<file path="src/rtl/cct_pkg.sv">
package cct_pkg;

    localparam int TICK_W    = 10;
    localparam int PRESET_W  = 7;
    localparam int CD_W      = 7;
    localparam int HOUR_W    = 4;
    localparam int MIN_W     = 6;
    localparam int SEC_W     = 6;
    localparam int CFG_IDX_W = 1;
    localparam int CFG_DATA_W = 10;

    localparam logic [TICK_W-1:0]   TICKS_PER_SECOND_RESET = 10'd1000;
    localparam logic [PRESET_W-1:0] COUNTDOWN_PRESET_RESET = 7'd5;
    localparam logic [CD_W-1:0]     COUNTDOWN_RESET        = 7'd5;
    localparam logic [SEC_W-1:0]    LAST_SECOND            = 6'd59;
    localparam logic [MIN_W-1:0]    LAST_MINUTE            = 6'd59;
    localparam logic [HOUR_W-1:0]   LAST_HOUR              = 4'd12;
    localparam logic [HOUR_W-1:0]   FIRST_HOUR             = 4'd1;

    typedef enum logic [CFG_IDX_W-1:0] {
        CFG_TICKS_PER_SECOND = 1'b0,
        CFG_COUNTDOWN_PRESET = 1'b1
    } cfg_index_t;

    typedef enum logic {
        ACT_TICK   = 1'b0,
        ACT_SWITCH = 1'b1
    } action_t;

    typedef enum logic [1:0] {
        CD_ENDED   = 2'd0,
        CD_RUNNING = 2'd1,
        CD_PAUSED  = 2'd2
    } cd_status_t;

    typedef struct packed {
        logic action;
        logic switch_level;
    } cct_in_t;

    typedef struct packed {
        logic [CD_W-1:0]   countdown_seconds;
        logic [1:0]        countdown_status;
        logic [HOUR_W-1:0] clock_hours;
        logic [MIN_W-1:0]  clock_minutes;
        logic [SEC_W-1:0]  clock_seconds;
    } cct_out_t;

endpackage

</file>
<file path="src/rtl/clock_and_countdown_timer.sv">
// Twelve-hour clock (starting 12:00:00) with a countdown timer. Each accepted word is a
// millisecond tick or a switch sample, and gives exactly one result word carrying the
// countdown, its status and the clock time after that word. One word is taken every
// cycle while s_ready is high; it goes into the input register, and its result is
// presented on m_data from the result register behind the single update stage. While a
// result waits on m_ready the input register holds one more word, and s_ready drops until
// the result is taken. Configuration (ticks per second, countdown preset) must be written
// through cfg_we/cfg_index/cfg_data while no word is in flight; the block does not enforce it.
module clock_and_countdown_timer (
    input  logic                               aclk,
    input  logic                               aresetn,
    input  logic                               s_valid,
    output logic                               s_ready,
    input  cct_pkg::cct_in_t                   s_data,
    output logic                               m_valid,
    input  logic                               m_ready,
    output cct_pkg::cct_out_t                  m_data,
    input  logic                               cfg_we,
    input  logic [cct_pkg::CFG_IDX_W-1:0]      cfg_index,
    input  logic [cct_pkg::CFG_DATA_W-1:0]     cfg_data
);

    logic [cct_pkg::TICK_W-1:0]   tps_reg;
    logic [cct_pkg::PRESET_W-1:0] preset_reg;

    logic                         in_valid_reg;
    cct_pkg::cct_in_t             in_data_reg;
    logic                         out_valid_reg;
    cct_pkg::cct_out_t            out_data_reg;

    logic [cct_pkg::TICK_W-1:0]   tick_reg,    tick_next;
    logic [cct_pkg::SEC_W-1:0]    sec_reg,     sec_next;
    logic [cct_pkg::MIN_W-1:0]    min_reg,     min_next;
    logic [cct_pkg::HOUR_W-1:0]   hour_reg,    hour_next;
    logic [cct_pkg::CD_W-1:0]     cd_reg,      cd_next;
    logic                         running_reg, running_next;
    logic                         prev_sw_reg, prev_sw_next;

    cct_pkg::cd_status_t          status;
    cct_pkg::cct_out_t            result;
    logic [cct_pkg::TICK_W:0]     tick_inc;
    logic                         advance;

    assign advance = in_valid_reg && (!out_valid_reg || m_ready);
    assign s_ready = !in_valid_reg || advance;
    assign m_valid = out_valid_reg;
    assign m_data  = out_data_reg;
    assign tick_inc = {1'b0, tick_reg} + {{cct_pkg::TICK_W{1'b0}}, 1'b1};

    // configuration
    always_ff @(posedge aclk) begin
        if (!aresetn) begin
            tps_reg    <= cct_pkg::TICKS_PER_SECOND_RESET;
            preset_reg <= cct_pkg::COUNTDOWN_PRESET_RESET;
        end else if (cfg_we) begin
            unique case (cct_pkg::cfg_index_t'(cfg_index))
                cct_pkg::CFG_TICKS_PER_SECOND: tps_reg <= cfg_data;
                cct_pkg::CFG_COUNTDOWN_PRESET:
                    preset_reg <= cfg_data[cct_pkg::PRESET_W-1:0];
                default: ;
            endcase
        end
    end

    always_comb begin
        tick_next    = tick_reg;
        sec_next     = sec_reg;
        min_next     = min_reg;
        hour_next    = hour_reg;
        cd_next      = cd_reg;
        running_next = running_reg;
        prev_sw_next = prev_sw_reg;

        if (in_data_reg.action == cct_pkg::ACT_TICK) begin
            if (tick_inc >= {1'b0, tps_reg}) begin
                tick_next = '0;
                if (sec_reg >= cct_pkg::LAST_SECOND) begin
                    sec_next = '0;
                    if (min_reg >= cct_pkg::LAST_MINUTE) begin
                        min_next = '0;
                        hour_next = (hour_reg >= cct_pkg::LAST_HOUR) ? cct_pkg::FIRST_HOUR
                                                                     : hour_reg + 4'd1;
                    end else begin
                        min_next = min_reg + 6'd1;
                    end
                end else begin
                    sec_next = sec_reg + 6'd1;
                end
                if (running_reg && cd_reg != '0) begin
                    cd_next = cd_reg - 7'd1;
                    if (cd_reg == 7'd1) begin
                        running_next = 1'b0;
                    end
                end
            end else begin
                tick_next = tick_inc[cct_pkg::TICK_W-1:0];
            end
        end else begin
            // falling edge of the switch toggles run/pause
            if (prev_sw_reg && !in_data_reg.switch_level) begin
                if (running_reg) begin
                    running_next = 1'b0;
                end else begin
                    if (cd_reg == '0) begin
                        cd_next = preset_reg;
                    end
                    running_next = 1'b1;
                end
            end
            prev_sw_next = in_data_reg.switch_level;
        end
    end

    always_comb begin
        if (cd_next == '0) begin
            status = cct_pkg::CD_ENDED;
        end else if (running_next) begin
            status = cct_pkg::CD_RUNNING;
        end else begin
            status = cct_pkg::CD_PAUSED;
        end
        result.countdown_seconds = cd_next;
        result.countdown_status  = status;
        result.clock_hours       = hour_next;
        result.clock_minutes     = min_next;
        result.clock_seconds     = sec_next;
    end

    always_ff @(posedge aclk) begin
        if (!aresetn) begin
            in_valid_reg  <= 1'b0;
            out_valid_reg <= 1'b0;
            tick_reg      <= '0;
            sec_reg       <= '0;
            min_reg       <= '0;
            hour_reg      <= cct_pkg::LAST_HOUR;
            cd_reg        <= cct_pkg::COUNTDOWN_RESET;
            running_reg   <= 1'b0;
            prev_sw_reg   <= 1'b1;
        end else begin
            if (s_valid && s_ready) begin
                in_valid_reg <= 1'b1;
            end else if (advance) begin
                in_valid_reg <= 1'b0;
            end
            if (advance) begin
                out_valid_reg <= 1'b1;
                tick_reg      <= tick_next;
                sec_reg       <= sec_next;
                min_reg       <= min_next;
                hour_reg      <= hour_next;
                cd_reg        <= cd_next;
                running_reg   <= running_next;
                prev_sw_reg   <= prev_sw_next;
            end else if (m_ready) begin
                out_valid_reg <= 1'b0;
            end
        end
    end

    always_ff @(posedge aclk) begin
        if (s_valid && s_ready) begin
            in_data_reg <= s_data;
        end
        if (advance) begin
            out_data_reg <= result;
        end
    end

endmodule
</file>
<file path="config.mk">
export PLATFORM = sky130hd
export DESIGN_NAME = clock_and_countdown_timer
export DESIGN_NICKNAME = d
export VERILOG_FILES = /design/src/rtl/cct_pkg.sv /design/src/rtl/clock_and_countdown_timer.sv
export SDC_FILE = /design/constraint.sdc
export NUM_CORES = 1
export LEC_CHECK = 0
export BUFFER_PORTS_ARGS = -buffer_cell sky130_fd_sc_hd__buf_2
export CAP_MARGIN = 20
export CORE_MARGIN = 2
export CORE_UTILIZATION = 53
export CTS_CLUSTER_DIAMETER = 100
export DETAILED_ROUTE_END_ITERATION = 10
export HOLD_SLACK_MARGIN = 0.06
export PLACE_DENSITY = 0.78
export SYNTH_ARGS = -nofsm -noshare
export SYNTH_HDL_FRONTEND = slang
export SYNTH_SLANG_ARGS = --single-unit
export TNS_END_PERCENT = 20
</file>
<file path="constraint.sdc">
create_clock -name aclk -period 3.4 [get_ports aclk]
set_input_delay 0.51 -clock aclk [delete_from_list [all_inputs] [get_ports aclk]]
set_output_delay 0.51 -clock aclk [all_outputs]
set_load 0.03 [all_outputs]
</file>
==> results.ini <==
[floorplanning]
fp.dieW_um = 91.9
die_area_um2 = 8440
initial_utilization_pct = 53.8
core.rowCount = 32
die_h_um = 91.9
ios = 45
core_area_um2 = 7610

[power]
max-vdd-ir-drop_mv = 0.254
comb_power_share_pct = 9.0
switching_share_pct = 24.3
p_sw_uw = 490
clkPwrFrac_pct = 38.3
p_int_mw = 1.52
power_mw = 2.01
leakage_nw = 1.86
powerDensity_nw_per_um2 = 429
seqPwrFrac_pct = 52.7

[synth]
synth.distinct_cells = 51
synth_nets = 488
synth_largest_area_cell = dfxtp_1
syn-cell-area_um2 = 4090
yosysMostFrequentCell = nand2_1
synth_edf_count = 27
synth_area_leaders = dfxtp_1 (26%), edfxtp_1 (20%), nand2_1 (5.6%)
async_flop_share_pct = 0
avgSynthCellArea_um2 = 9.02
syn_inst = 454
synth.ff_latch_count = 81
synth_seq_area_share_pct = 46.2
synth_common_cells = nand2_1 (61), dfxtp_1 (54), a21oi_1 (37)
synthFlopType = dfxtp_1
ys_warn_count = 0
synth_top_area_share_pct = 26.4

[final_layout]
design_area_um2 = 4690
fill_cells = 669
largest_reg_flops = 25
n_antenna_cell = 0
syn2layout_area_growth_pct = 14.6
nNetsFinal = 528
drive_gt1_share_pct = 18.8
post-route-util_pct = 61.7

[grt]
antenna_found_initial = 0
first_global_vias = 3288
track_usage_pct = 22.5
grt_max_degree = 33
overflow = 0
grt_pass1_wl_um = 15300

[cts]
clock_latency_ns = 0.36
cts-root-buf = clkbuf_8
cts_tree = built
numCtsBuffers = 9
cts_max_level = 3
clk_pin_slew_ns = 0.08
cts_hold_buf = 0
clockBufferDepth = 2
cts_sinks = 81

[sta]
setup_violations = 0
whs_ns = 0.332
fin_crit_sh_pct = 95.2
timing.final.ws_setup_ns = 0.163
max_slew_margin_pct = 36.1
worstMarginPinSlew_ns = 0.956
min_period_ns = 3.24
drv_slew = 0
fmax_mhz = 309
rsz0062_at_grt = false
skew_ns = 0.0117
hold_violations = 0

[route]
route.met3.wl_um = 594
viasPerCell = 6.01
drcViolationCount = 0
postRouteAntennaNets = 0
vias = 3614
postRouteWirelength_um = 9090
wl_met1_um = 4140
wl_met2_um = 4180
drt_iter0_drc = 411
dr.pass1.iters = 5
highest_layer = met4
wl_per_cell_um = 15.1

[hold_path]
min_path_type = in2reg
holdCritStartpoint = s_data[0]

[setup_path]
crit_buf_inv = 0
path_cells = ha_2 > and3_4 > nand3_4 > xnor2_2 > ha_1 > nand2_2 > o21ai_2 > a21oi_2 > o21a_2 > or4b_4 > a222oi_1 > a31oi_1
crit_end = m_data[17]
crit_family = compound AO/OA/AOI/OAI gates
cp-startpoint = tick_reg[1]
path_class = reg2reg
reg2reg_depth = 12
critPathMaxStageDelay_ns = 0.49
reg2reg_slack_ns = 0.16
endpoint_kind = register
cp_max_fo = 5
critical_path_required_ns = 3.49
crit_cells = 12
crit_slowest_cell = or4b_4
cp.arrival_ns = 3.32
r2r-end = m_data[17]
r2r_start = tick_reg[1]
start_kind = register

[status]
status = completed

[placement]
postPlaceCellArea_um2 = 4400
place_congestion = 0.905
dp_hpwl_um = 6210
numPortBuffers = 44
pre_cts_ws_ns = -0.107

[flow_run]
maxCapViolCount = 0

[layout by cell type, fill, tap and decap left out, drive strengths merged, types with 7 or more instances in the layout]
cell and count:
nand3 37, a21oi 37, dfxtp 54, buf 52, edfxtp 27, ha 16, o21ai 27, clkbuf 10
nand2 61, nor2 24, inv 16, nand3b 7, nor3 8, o31ai 8, and3 9, o211ai 12
[metrics by stage]
| stage | setup TNS [ns] | std cells |
|---|---|---|
| after global placement | 0 | 584 |
| after detailed placement | -0.243 | 584 |
| after CTS | 0 | 600 |
| after floorplan | 0 | 454 |
| final | 0 | 601 |
| after global routing | 0 | 601 |
[power groups by stage]
stage	Clock, mW	Combinational, mW	Sequential (mW)
2_1_floorplan	0	0.101	1.10
3_3_place_gp	0	0.174	1.08
3_5_place_dp	0	0.177	1.08
4_1_cts	0.776	0.178	1.06
5_1_grt	0.818	0.200	1.07
6_report	0.771	0.181	1.06
[cell families (layout without fill, tap and decap cells)]
kind of cell / after synthesis / after routing / synth area share (%)
adder cells (fa/ha/maj): 16 / 16 / 4.89
flip-flops: 81 / 81 / 46.2
AND/OR/NAND/NOR: 181 / 181 / 22.6
XOR/XNOR: 9 / 9 / 1.93
AO/OA/AOI/OAI: 124 / 124 / 19.8
buffers and inverters: 40 / 85 / 3.85
multiplexers: 3 / 3 / 0.734
[routing by layer]
| metal | track usage (%) | up-vias |
|---|---|---|
| met5 | 0 | - |
| met4 | 8.71 | 0 |
| met3 | 4.35 | 21 |
| met2 | 34.8 | 145 |
| met1 | 31.2 | 1700 |
| li1 | - | 1748 |
[what timing repair did]
action                                  in CTS  in global routing
gates cloned                                 0                  0
pin swaps                                    1                 11
setup buffers                                0                  1
endpoints found under the setup margin       6                 11
resized for setup                            2                 16
[area by class of cell]
| type | count | area (um2) | area share [%] |
|---|---|---|---|
| Multi-Input combinational cell | 333 | 2100 | 44.8 |
| Sequential cell | 81 | 1900 | 40.4 |
| Timing Repair Buffer | 52 | 280 | 5.97 |
| Clock buffer | 10 | 138 | 2.93 |
| Tap cell | 102 | 128 | 2.72 |
| Clock inverter | 6 | 81.3 | 1.73 |
| Inverter | 17 | 63.8 | 1.36 |
[worst min-delay path by stage]
stage,end,cells after the start
finish,in_data_reg[0],1
global placement,preset_reg[6],2
CTS,in_data_reg[0],1
detailed placement,tps_reg[4],2
global route,in_data_reg[0],1
floorplan,tps_reg[1],2
No activity file was read; power rests on OpenSTA's default activity.
